==> config.mk <==
export PLATFORM = sky130hd
export DESIGN_NAME = assembly_token_scanner_core
export DESIGN_NICKNAME = d
export VERILOG_FILES = /design/src/hw/rtl/ats_pkg.sv /design/src/hw/rtl/ats_scanner.sv /design/src/hw/rtl/ats_fifo.sv /design/src/hw/rtl/assembly_token_scanner_core.sv
export SDC_FILE = /design/constraint.sdc
export NUM_CORES = 1
export LEC_CHECK = 0
export ABC_AREA = 0
export CAP_MARGIN = 10
export CORE_AREA = 2 2 247 176
export DETAILED_ROUTE_END_ITERATION = 10
export DIE_AREA = 0 0 249 178
export DONT_BUFFER_PORTS = 1
export HOLD_SLACK_MARGIN = 0.12
export MAX_ROUTING_LAYER = met4
export PLACE_DENSITY = 0.78
export SLEW_MARGIN = 0
export SYNTH_ARGS = -nofsm -noshare
export SYNTH_HDL_FRONTEND = slang
export SYNTH_SLANG_ARGS = --single-unit
==> constraint.sdc <==
create_clock -name clk -period 4.3 [get_ports clk]
set_input_delay 0.43 -clock clk [delete_from_list [all_inputs] [get_ports clk]]
set_output_delay 0.43 -clock clk [all_outputs]
set_load 0.02 [all_outputs]
==> src/hw/rtl/ats_pkg.sv <==
`timescale 1ns / 1ps
// Shared types, constants and helper functions for the assembly token scanner.
// No dependencies; every other file refers to this package by scoped names.
package ats_pkg;

  // Width of the internal position, length and line counters.
  localparam int POS_W = 16;

  // Token queue between the scanner and the output port.
  localparam int FIFO_DEPTH = 4;
  localparam int FIFO_AW    = $clog2(FIFO_DEPTH);

  // Token kinds.
  localparam logic [5:0] K_EOF        = 6'd0;
  localparam logic [5:0] K_NEWLINE    = 6'd1;
  localparam logic [5:0] K_COLON      = 6'd2;
  localparam logic [5:0] K_COMMA      = 6'd3;
  localparam logic [5:0] K_LBRACKET   = 6'd4;
  localparam logic [5:0] K_RBRACKET   = 6'd5;
  localparam logic [5:0] K_IDENT      = 6'd6;
  localparam logic [5:0] K_NUMBER     = 6'd7;
  localparam logic [5:0] K_STRING     = 6'd8;
  localparam logic [5:0] K_BAD_CHAR   = 6'd9;
  localparam logic [5:0] K_BAD_BASE   = 6'd10;
  localparam logic [5:0] K_MNEM_BASE  = 6'd11;

  // Mnemonic table: first five bytes of each word, first byte in the low byte.
  localparam int KW_COUNT = 25;
  localparam int KW_MAX   = 5;

  localparam logic [39:0] KW_PREFIX [KW_COUNT] = '{
    40'h0000646461, // add
    40'h0000646e61, // and
    40'h0000727361, // asr
    40'h0000000062, // b
    40'h0071652e62, // b.eq
    40'h0074672e62, // b.gt
    40'h0065672e62, // b.ge
    40'h00746c2e62, // b.lt
    40'h00656c2e62, // b.le
    40'h00656e2e62, // b.ne
    40'h006c6c6163, // call
    40'h0000706d63, // cmp
    40'h755f706d63, // cmp_u
    40'h0000726f65, // eor
    40'h0064616f6c, // load
    40'h00006c736c, // lsl
    40'h000072736c, // lsr
    40'h0000766f6d, // mov
    40'h0000706f6e, // nop
    40'h000072726f, // orr
    40'h746e697270, // print
    40'h0000747570, // put
    40'h0000746572, // ret
    40'h65726f7473, // store
    40'h0000627573  // sub
  };

  localparam logic [2:0] KW_LEN [KW_COUNT] = '{
    3'd3, 3'd3, 3'd3, 3'd1, 3'd4, 3'd4, 3'd4, 3'd4, 3'd4, 3'd4,
    3'd4, 3'd3, 3'd5, 3'd3, 3'd4, 3'd3, 3'd3, 3'd3, 3'd3, 3'd3,
    3'd5, 3'd3, 3'd3, 3'd5, 3'd3
  };

  typedef struct packed {
    logic [5:0]       kind;
    logic [POS_W-1:0] off;
    logic [POS_W-1:0] len;
    logic [POS_W-1:0] line;
    logic [POS_W-1:0] col;
    logic             last;
  } tok_t;

  function automatic logic [POS_W-1:0] sat_inc(input logic [POS_W-1:0] v);
    sat_inc = (v != {POS_W{1'b1}}) ? v + POS_W'(1) : v;
  endfunction

  function automatic tok_t make_tok(input logic [5:0] kind,
                                    input logic [POS_W-1:0] off,
                                    input logic [POS_W-1:0] len,
                                    input logic [POS_W-1:0] line,
                                    input logic [POS_W-1:0] col);
    tok_t t;
    t.kind = kind;
    t.off  = off;
    t.len  = len;
    t.line = line;
    t.col  = col;
    t.last = 1'b0;
    make_tok = t;
  endfunction

  // All table entries are compared in parallel; at most one can match.
  function automatic logic [5:0] word_kind(input logic [39:0] prefix,
                                           input logic [POS_W-1:0] len);
    logic [5:0] k;
    k = K_IDENT;
    if (len <= POS_W'(KW_MAX)) begin
      for (int i = 0; i < KW_COUNT; i++) begin
        if (len == POS_W'(KW_LEN[i]) && prefix == KW_PREFIX[i]) begin
          k = K_MNEM_BASE + 6'(i);
        end
      end
    end
    word_kind = k;
  endfunction

endpackage

==> src/hw/rtl/ats_scanner.sv <==
`timescale 1ns / 1ps
// Scanner state machine: position counters, current token and mnemonic match.
// Depends on ats_pkg for the token type, kinds and helper functions.
module ats_scanner (
  input  logic            clk,
  input  logic            rst,
  input  logic            fire,
  input  logic [7:0]      byte_in,
  output ats_pkg::tok_t   tok0,
  output ats_pkg::tok_t   tok1,
  output logic [1:0]      tok_cnt
);

  localparam logic [3:0] M_IDLE    = 4'd0;
  localparam logic [3:0] M_SLASH   = 4'd1;
  localparam logic [3:0] M_COMMENT = 4'd2;
  localparam logic [3:0] M_IDENT   = 4'd3;
  localparam logic [3:0] M_ZERO    = 4'd4;
  localparam logic [3:0] M_DEC     = 4'd5;
  localparam logic [3:0] M_BINPRE  = 4'd6;
  localparam logic [3:0] M_BIN     = 4'd7;
  localparam logic [3:0] M_HEXPRE  = 4'd8;
  localparam logic [3:0] M_HEX     = 4'd9;
  localparam logic [3:0] M_STRING  = 4'd10;

  localparam logic [7:0] CH_NUL   = 8'h00;
  localparam logic [7:0] CH_TAB   = 8'h09;
  localparam logic [7:0] CH_LF    = 8'h0A;
  localparam logic [7:0] CH_CR    = 8'h0D;
  localparam logic [7:0] CH_SPACE = 8'h20;
  localparam logic [7:0] CH_QUOTE = 8'h22;
  localparam logic [7:0] CH_COMMA = 8'h2C;
  localparam logic [7:0] CH_SLASH = 8'h2F;
  localparam logic [7:0] CH_ZERO  = 8'h30;
  localparam logic [7:0] CH_ONE   = 8'h31;
  localparam logic [7:0] CH_COLON = 8'h3A;
  localparam logic [7:0] CH_SEMI  = 8'h3B;
  localparam logic [7:0] CH_LBRK  = 8'h5B;
  localparam logic [7:0] CH_RBRK  = 8'h5D;
  localparam logic [7:0] CH_B     = 8'h62;
  localparam logic [7:0] CH_X     = 8'h78;

  localparam int PW = ats_pkg::POS_W;

  logic [3:0]    mode, mode_next;
  logic [39:0]   prefix, prefix_next;
  logic [PW-1:0] tso, tso_next;
  logic [PW-1:0] tlen, tlen_next;
  logic [PW-1:0] tsl, tsl_next;
  logic [PW-1:0] tsc, tsc_next;
  logic [PW-1:0] coff, coff_next;
  logic [PW-1:0] cline, cline_next;
  logic [PW-1:0] ccol, ccol_next;

  logic          is_word, is_dec, is_hex, is_bin;

  logic          idle_emit, idle_begin, idle_ident;
  logic [3:0]    idle_mode;
  logic [5:0]    idle_kind;
  logic [PW-1:0] idle_len, idle_off, idle_col;
  ats_pkg::tok_t idle_tok;

  logic          held_vld, do_idle;
  ats_pkg::tok_t held_tok;
  logic          two;

  always_comb begin
    is_word = (byte_in >= 8'h61 && byte_in <= 8'h7A) || (byte_in >= 8'h41 && byte_in <= 8'h5A)
              || byte_in == 8'h5F || byte_in == 8'h2E;
    is_dec  = byte_in >= CH_ZERO && byte_in <= 8'h39;
    is_hex  = is_dec || (byte_in >= 8'h61 && byte_in <= 8'h66)
              || (byte_in >= 8'h41 && byte_in <= 8'h46);
    is_bin  = byte_in == CH_ZERO || byte_in == CH_ONE;
  end

  // What a byte does when no token is open.
  always_comb begin
    idle_emit  = 1'b0;
    idle_begin = 1'b0;
    idle_ident = 1'b0;
    idle_mode  = M_IDLE;
    idle_kind  = ats_pkg::K_EOF;
    idle_len   = '0;
    idle_off   = coff;
    idle_col   = ccol;
    if (byte_in == CH_SPACE || byte_in == CH_TAB || byte_in == CH_CR || byte_in == CH_NUL) begin
      idle_emit = (byte_in == CH_NUL);
    end else if (byte_in == CH_SLASH) begin
      idle_begin = 1'b1;
      idle_mode  = M_SLASH;
    end else if (is_word) begin
      idle_begin = 1'b1;
      idle_ident = 1'b1;
      idle_mode  = M_IDENT;
      idle_len   = PW'(1);
    end else if (is_dec) begin
      idle_begin = 1'b1;
      idle_mode  = (byte_in == CH_ZERO) ? M_ZERO : M_DEC;
      idle_len   = PW'(1);
    end else if (byte_in == CH_QUOTE) begin
      // String content starts after the opening quote.
      idle_begin = 1'b1;
      idle_mode  = M_STRING;
      idle_off   = ats_pkg::sat_inc(coff);
      idle_col   = ats_pkg::sat_inc(ccol);
    end else begin
      idle_emit = 1'b1;
      idle_len  = PW'(1);
      if (byte_in == CH_LF || byte_in == CH_SEMI) begin
        idle_kind = ats_pkg::K_NEWLINE;
      end else if (byte_in == CH_COLON) begin
        idle_kind = ats_pkg::K_COLON;
      end else if (byte_in == CH_COMMA) begin
        idle_kind = ats_pkg::K_COMMA;
      end else if (byte_in == CH_LBRK) begin
        idle_kind = ats_pkg::K_LBRACKET;
      end else if (byte_in == CH_RBRK) begin
        idle_kind = ats_pkg::K_RBRACKET;
      end else begin
        idle_kind = ats_pkg::K_BAD_CHAR;
        idle_len  = '0;
      end
    end
    idle_tok = ats_pkg::make_tok(idle_kind, coff, idle_len, cline, ccol);
  end

  always_comb begin
    mode_next   = mode;
    prefix_next = prefix;
    tso_next    = tso;
    tlen_next   = tlen;
    tsl_next    = tsl;
    tsc_next    = tsc;
    held_vld    = 1'b0;
    held_tok    = ats_pkg::make_tok(ats_pkg::K_NUMBER, tso, tlen, tsl, tsc);
    do_idle     = 1'b0;

    case (mode)
      M_SLASH: begin
        if (byte_in == CH_SLASH) begin
          mode_next = M_COMMENT;
        end else begin
          held_vld = 1'b1;
          held_tok = ats_pkg::make_tok(ats_pkg::K_BAD_CHAR, tso, '0, tsl, tsc);
          do_idle  = 1'b1;
        end
      end
      M_COMMENT: begin
        do_idle = (byte_in == CH_LF || byte_in == CH_NUL);
      end
      M_IDENT: begin
        if (is_word || is_dec) begin
          for (int i = 0; i < ats_pkg::KW_MAX; i++) begin
            if (tlen == PW'(i)) begin
              prefix_next[8*i +: 8] = byte_in;
            end
          end
          tlen_next = ats_pkg::sat_inc(tlen);
        end else begin
          held_vld = 1'b1;
          held_tok = ats_pkg::make_tok(ats_pkg::word_kind(prefix, tlen), tso, tlen, tsl, tsc);
          do_idle  = 1'b1;
        end
      end
      M_ZERO: begin
        if (byte_in == CH_B) begin
          mode_next = M_BINPRE;
          tlen_next = ats_pkg::sat_inc(tlen);
        end else if (byte_in == CH_X) begin
          mode_next = M_HEXPRE;
          tlen_next = ats_pkg::sat_inc(tlen);
        end else if (is_dec) begin
          mode_next = M_DEC;
          tlen_next = ats_pkg::sat_inc(tlen);
        end else begin
          held_vld = 1'b1;
          do_idle  = 1'b1;
        end
      end
      M_DEC: begin
        if (is_dec) begin
          tlen_next = ats_pkg::sat_inc(tlen);
        end else begin
          held_vld = 1'b1;
          do_idle  = 1'b1;
        end
      end
      M_BINPRE, M_HEXPRE: begin
        if ((mode == M_BINPRE) ? is_bin : is_hex) begin
          mode_next = (mode == M_BINPRE) ? M_BIN : M_HEX;
          tlen_next = ats_pkg::sat_inc(tlen);
        end else begin
          // The error points at the base letter.
          held_vld = 1'b1;
          held_tok = ats_pkg::make_tok(ats_pkg::K_BAD_BASE, ats_pkg::sat_inc(tso), '0, tsl,
                                       ats_pkg::sat_inc(tsc));
          do_idle  = 1'b1;
        end
      end
      M_BIN: begin
        if (is_bin) begin
          tlen_next = ats_pkg::sat_inc(tlen);
        end else begin
          held_vld = 1'b1;
          do_idle  = 1'b1;
        end
      end
      M_HEX: begin
        if (is_hex) begin
          tlen_next = ats_pkg::sat_inc(tlen);
        end else begin
          held_vld = 1'b1;
          do_idle  = 1'b1;
        end
      end
      M_STRING: begin
        held_tok = ats_pkg::make_tok(ats_pkg::K_STRING, tso, tlen, tsl, tsc);
        if (byte_in == CH_QUOTE) begin
          held_vld  = 1'b1;
          mode_next = M_IDLE;
        end else if (byte_in == CH_NUL) begin
          held_vld = 1'b1;
          do_idle  = 1'b1;
        end else begin
          tlen_next = ats_pkg::sat_inc(tlen);
        end
      end
      default: begin
        do_idle = 1'b1;
      end
    endcase

    if (do_idle) begin
      mode_next = idle_mode;
      if (idle_begin) begin
        tso_next  = idle_off;
        tsl_next  = cline;
        tsc_next  = idle_col;
        tlen_next = idle_len;
      end
      if (idle_ident) begin
        prefix_next = {32'd0, byte_in};
      end
    end

    coff_next  = ats_pkg::sat_inc(coff);
    cline_next = cline;
    ccol_next  = ats_pkg::sat_inc(ccol);
    if (byte_in == CH_LF) begin
      cline_next = ats_pkg::sat_inc(cline);
      ccol_next  = PW'(1);
    end

    // End of text returns the whole scanner to its reset state.
    if (byte_in == CH_NUL) begin
      mode_next   = M_IDLE;
      prefix_next = '0;
      tso_next    = '0;
      tlen_next   = '0;
      tsl_next    = PW'(1);
      tsc_next    = PW'(1);
      coff_next   = '0;
      cline_next  = PW'(1);
      ccol_next   = PW'(1);
    end
  end

  always_comb begin
    two = held_vld && do_idle && idle_emit;
    if (held_vld) begin
      tok0 = held_tok;
    end else begin
      tok0 = idle_tok;
    end
    tok1      = idle_tok;
    tok0.last = !two;
    tok1.last = 1'b1;
    if (two) begin
      tok_cnt = 2'd2;
    end else if (held_vld || (do_idle && idle_emit)) begin
      tok_cnt = 2'd1;
    end else begin
      tok_cnt = 2'd0;
    end
  end

  always_ff @(posedge clk) begin
    if (rst) begin
      mode   <= M_IDLE;
      prefix <= '0;
      tso    <= '0;
      tlen   <= '0;
      tsl    <= PW'(1);
      tsc    <= PW'(1);
      coff   <= '0;
      cline  <= PW'(1);
      ccol   <= PW'(1);
    end else if (fire) begin
      mode   <= mode_next;
      prefix <= prefix_next;
      tso    <= tso_next;
      tlen   <= tlen_next;
      tsl    <= tsl_next;
      tsc    <= tsc_next;
      coff   <= coff_next;
      cline  <= cline_next;
      ccol   <= ccol_next;
    end
  end

endmodule

==> src/hw/rtl/ats_fifo.sv <==
`timescale 1ns / 1ps
// Small token queue: takes up to two tokens per cycle, gives one per cycle.
// Depends on ats_pkg for the token type and the queue depth.
module ats_fifo (
  input  logic            clk,
  input  logic            rst,
  input  logic [1:0]      push_cnt,
  input  ats_pkg::tok_t   din0,
  input  ats_pkg::tok_t   din1,
  input  logic            pop,
  output ats_pkg::tok_t   head,
  output logic            not_empty,
  output logic            room2
);

  localparam int AW = ats_pkg::FIFO_AW;

  ats_pkg::tok_t mem [ats_pkg::FIFO_DEPTH];
  logic [AW-1:0] wr_ptr, rd_ptr;
  logic [AW:0]   count, count_next;

  assign head      = mem[rd_ptr];
  assign not_empty = (count != '0);
  assign room2     = (count <= (AW+1)'(ats_pkg::FIFO_DEPTH - 2));

  always_comb begin
    count_next = count + (AW+1)'(push_cnt) - (AW+1)'(pop);
  end

  always_ff @(posedge clk) begin
    if (push_cnt != 2'd0) begin
      mem[wr_ptr] <= din0;
    end
    if (push_cnt == 2'd2) begin
      mem[wr_ptr + AW'(1)] <= din1;
    end
  end

  always_ff @(posedge clk) begin
    if (rst) begin
      wr_ptr <= '0;
      rd_ptr <= '0;
      count  <= '0;
    end else begin
      wr_ptr <= wr_ptr + AW'(push_cnt);
      rd_ptr <= rd_ptr + AW'(pop);
      count  <= count_next;
    end
  end

endmodule

==> src/hw/rtl/assembly_token_scanner_core.sv <==
`timescale 1ns / 1ps
// Top level of the assembly token scanner: input register, scanner, token queue.
// Depends on ats_pkg, ats_scanner and ats_fifo.
//
//   Port group   Dir   Beat contents
//   in_*         in    text_byte: one source byte, 0 ends the text
//   out_*        out   token_kind, start_offset, content_length, line_number,
//                      column_number, last_of_item: one token
//
// One byte is taken per cycle while in_stall is low; each byte gives zero, one
// or two tokens, and the output sends one token per cycle while out_stall is low,
// so two-token bytes set the long-run rate; tokens leave through the token queue.
// The scanner runs a byte only when the four-entry token queue has two free
// places; otherwise the byte waits in the input register and in_stall rises.
// rst clears the scanner state, positions and queue.
module assembly_token_scanner_core (
  input  logic        clk,
  input  logic        rst,
  input  logic        in_valid,
  output logic        in_stall,
  input  logic [7:0]  text_byte,
  output logic        out_valid,
  input  logic        out_stall,
  output logic [5:0]  token_kind,
  output logic [15:0] start_offset,
  output logic [15:0] content_length,
  output logic [15:0] line_number,
  output logic [15:0] column_number,
  output logic        last_of_item
);

  logic          in_full;
  logic [7:0]    in_byte;
  logic          fire;
  logic          room2;
  logic [1:0]    tok_cnt, push_cnt;
  ats_pkg::tok_t tok0, tok1, head;

  assign fire     = in_full && room2;
  assign in_stall = in_full && !room2;
  assign push_cnt = fire ? tok_cnt : 2'd0;

  always_ff @(posedge clk) begin
    if (rst) begin
      in_full <= 1'b0;
    end else if (in_valid && !in_stall) begin
      in_full <= 1'b1;
    end else if (fire) begin
      in_full <= 1'b0;
    end
  end

  always_ff @(posedge clk) begin
    if (in_valid && !in_stall) begin
      in_byte <= text_byte;
    end
  end

  ats_scanner u_scanner (
    .clk     (clk),
    .rst     (rst),
    .fire    (fire),
    .byte_in (in_byte),
    .tok0    (tok0),
    .tok1    (tok1),
    .tok_cnt (tok_cnt)
  );

  ats_fifo u_fifo (
    .clk       (clk),
    .rst       (rst),
    .push_cnt  (push_cnt),
    .din0      (tok0),
    .din1      (tok1),
    .pop       (out_valid && !out_stall),
    .head      (head),
    .not_empty (out_valid),
    .room2     (room2)
  );

  assign token_kind     = head.kind;
  assign start_offset   = 16'(head.off);
  assign content_length = 16'(head.len);
  assign line_number    = 16'(head.line);
  assign column_number  = 16'(head.col);
  assign last_of_item   = head.last;

endmodule

==> summary.md <==
| Metric | Value |
|---|---|
| Outcome | `complete, no violations` |
| Critical Path Fanout Max | `20` |
| Count of different cell masters after synthesis | `96` |
| Avg Cell Area, Syn | `10.0 sq um` |
| Worst VDD drop | `308 uV` |
| Hpwl dp | `52,400 um` |
| Dominant synthesized flop cell | `dfxtp_1` |
| Slew headroom | `0.250` |
| Initial core utilization | `0.577` |
| Number of flops mapped to enable cells by yosys | `220` |
| Skew-Pair Late Insertion Delay | `0.58 ns` |
| Largest net degree at the start of global routing | `73` |
| Post-synth top area share | `0.274` |
| Final worst-path cycle share | `0.973` |
| Power Internal | `7920 uW` |
| Crit path required time | `4.74 ns` |
| Grt total ovfl | `0` |
| Site Rows | `63` |
| Vias in the first global route | `19.6k` |
| CP arrival | `4.62 ns` |
| Post-Route Setup TNS | `0 ns` |
| First DRT Iteration DRCs | `2,917` |
| Crit-path leading delay family | `compound AO/OA/AOI/OAI gates` |
| Leak Pwr | `0.00851 uW` |
| Via-to-Cell Ratio | `7.10` |
| Antenna viol nets, final | `0` |
| Area delta synth->final | `9.96%` |
| Largest reg by FF count | `u_fifo.mem` |
| Drc violations | `0` |
| I/O pin count | `85` |
| Cell area after synthesis | `24,100 sq um` |
| Pwr Density | `444 nW/um^2` |
| Net switching power | `3880 uW` |
| H-tree depth | `2` |
| Post-synthesis instance total | `2,411` |
| Biggest regs | `u_fifo.mem: 284 flops, u_scanner.prefix: 40 flops` |
| Origin of the worst setup path | `in_byte[3]` |
| Worst path slowest cell | `nor4_2` |
| Clock buffer depth | `3` |
| Fin worst setup slack | `0.116 ns` |
| Initial antenna violation count | `1` |
| Seq pwr share | `0.425` |
| Post-CTS setup buffers | `0` |
| Clock power share | `0.336` |
| Fillers | `3,272` |
| Crit end category | `flop` |
| First-pass GRT wire length | `119,000 um` |
| Min Clock Period, post-route | `4.18 ns` |
| Slew Viols, Final | `0` |
| Tightest Pin Transition | `1.13 ns` |
| Total Routing Usage GR | `0.357` |
| Final wirelength | `77,800 um` |
| Count of final setup violators | `0` |
| Place WS | `0.205 ns` |
| WL per Instance | `26.5 um` |
| Worst Path Buf+Inv | `2` |
| Synth top cells by count | `nand2_1, dfxtp_1, edfxtp_1` |
| #FFs+latches synth | `456` |
| Sw Ratio | `0.329` |
| Register area share after synthesis | `0.469` |
| Startpoint Class | `flop` |
| Clock Sinks | `456` |
| Share of flip-flops with an asynchronous set or reset | `0` |
| IO buf count | `0` |
| Crit path kind | `reg2reg` |
| RSZ-0062 raised after global routing | `false` |
| Final hold viol count | `0` |
| Synth area leaders | `edfxtp_1, dfxtp_1, a22o_1` |
| Die area | `44,300 sq um` |
| CTS tree | `yes` |
| Synthesis Warnings | `0` |
| CP peak stage delay | `0.69 ns` |
| Worst-case hold slack | `0.140 ns` |
| Hold_sp | `rst` |
| Via count | `20.8k` |
| Achievable clock frequency | `239 MHz` |
| Final nets | `2,375` |
| Global placer's final weighted congestion | `1.01` |
| Largest register FFs | `284` |
| Most frequent cell after synthesis | `nand2_1` |
| Die Height | `178 um` |
| CORE AREA | `41,900 sq um` |
| Worst Skew | `0.0225 ns` |
| Cell taking the most area after synthesis | `edfxtp_1` |
| DRT Pass-1 Iters | `6` |
| Layout cell share with drive strength beyond 1 | `0.122` |
| CP most frequent cell | `buf_4` |
| Worst-path clk slew | `0.06 ns` |
| Clock buffer count from CTS | `44` |
| R2R Setup Slk | `0.12 ns` |
| Hold Path Class | `in2reg` |
| MaxCap Viol Count | `0` |
| Gate power share | `0.239` |
| Worst r2r src | `in_byte[3]` |
| Net Count, Synth | `2,439` |
| CTS Root Cell | `clkbuf_16` |
| Critical-path cell list | `or4_1 -> o22a_1 -> a311oi_4 -> a211o_1 -> a2111oi_2 -> buf_4 -> nor4_2 -> a21o_1 -> buf_4 -> a22o_1` |
| Die width | `249 um` |
[kinds of logic (layout without fill, tap and decap cells)]
| logic type | Yosys count | in the layout | share of synthesized area |
|---|---|---|---|
| AND/OR/NAND/NOR | 899 | 899 | 0.187 |
| AO/OA/AOI/OAI | 649 | 649 | 0.199 |
| flip-flops | 456 | 456 | 0.469 |
| buffers and inverters | 241 | 212 | 0.0400 |
| multiplexers | 88 | 88 | 0.0734 |
| XOR/XNOR | 62 | 62 | 0.0225 |
| adder cells (fa/ha/maj) | 16 | 16 | 0.00860 |
| other | 0 | 1 | 0 |
[area by class of cell]
cell class	count	area, sq um	share of cell area
Antenna cell	1	2.50	0.0000943
Clock buffer	52	1170	0.0442
Clock inverter	29	284	0.0107
Inverter	26	97.6	0.00368
Multi-Input combinational cell	1714	12000	0.450
Sequential cell	456	11300	0.427
Tap cell	552	691	0.0260
Timing Repair Buffer	105	1010	0.0379
[power groups by stage]
stage	Combinational [uW]	Clock [uW]	Sequential, uW
after floorplan	2050	0	4920
after global placement	2700	0	5090
after detailed placement	2740	0	5110
after CTS	2770	3980	5010
after global routing	2940	4160	5040
final	2820	3960	5020
[layout by cell type (no fill, tap or decap), types with 32 or more instances in the layout]
cell type  count
a21oi_1      159
and3_1        32
clkbuf_16     45
nor3_1        78
nand2_1      309
buf_4         81
nor2_1       130
o21ai_0       57
nor4_1        33
o2bb2ai_1     59
nand3_1       97
nand4_1       47
edfxtp_1     220
mux4_2        71
a22o_1       190
dfxtp_1      234
xnor2_1       37
[per-stage QoR]
stage | power, uW | cells | area, sq um | utilization
5_1_grt | 12100 | 2935 | 26500 | 0.634
4_1_cts | 11800 | 2934 | 26500 | 0.634
2_1_floorplan | 6970 | 2411 | 24200 | -
3_3_place_gp | 7790 | 2843 | 25000 | 0.597
6_report | 11800 | 2935 | 26500 | 0.634
3_5_place_dp | 7840 | 2843 | 25000 | 0.597
[routing by layer]
metal,up-vias,wire [um],track usage
met5,-,0,-
li1,9108,-,-
met3,128,9490,0.0763
met4,0,1580,0.0992
met1,10300,32900,0.507
met2,1335,33800,0.518
[worst reg2reg max path, delay by kind of cell, from the launching register on]
family / cells / cell delay [ns]
buf+inv: 2 / 0.52
flops: 1 / 0.51
compound gates: 6 / 1.71
simple gates: 2 / 1.31
[path summary, 6_finish.rpt]
kind,cells after the start,end
max,10,u_fifo.mem[3][27]
min,2,u_scanner.prefix[7]
max reg2reg,10,u_fifo.mem[3][27]
min reg2reg,2,u_fifo.mem[3][37]
[repair_timing]
action,CTS,global route
setup endpoints to repair,0,13
gates resized for setup,0,1
hold endpoints to repair,80,0
hold buffers,10,0
(Power assumes the default switching activity.)
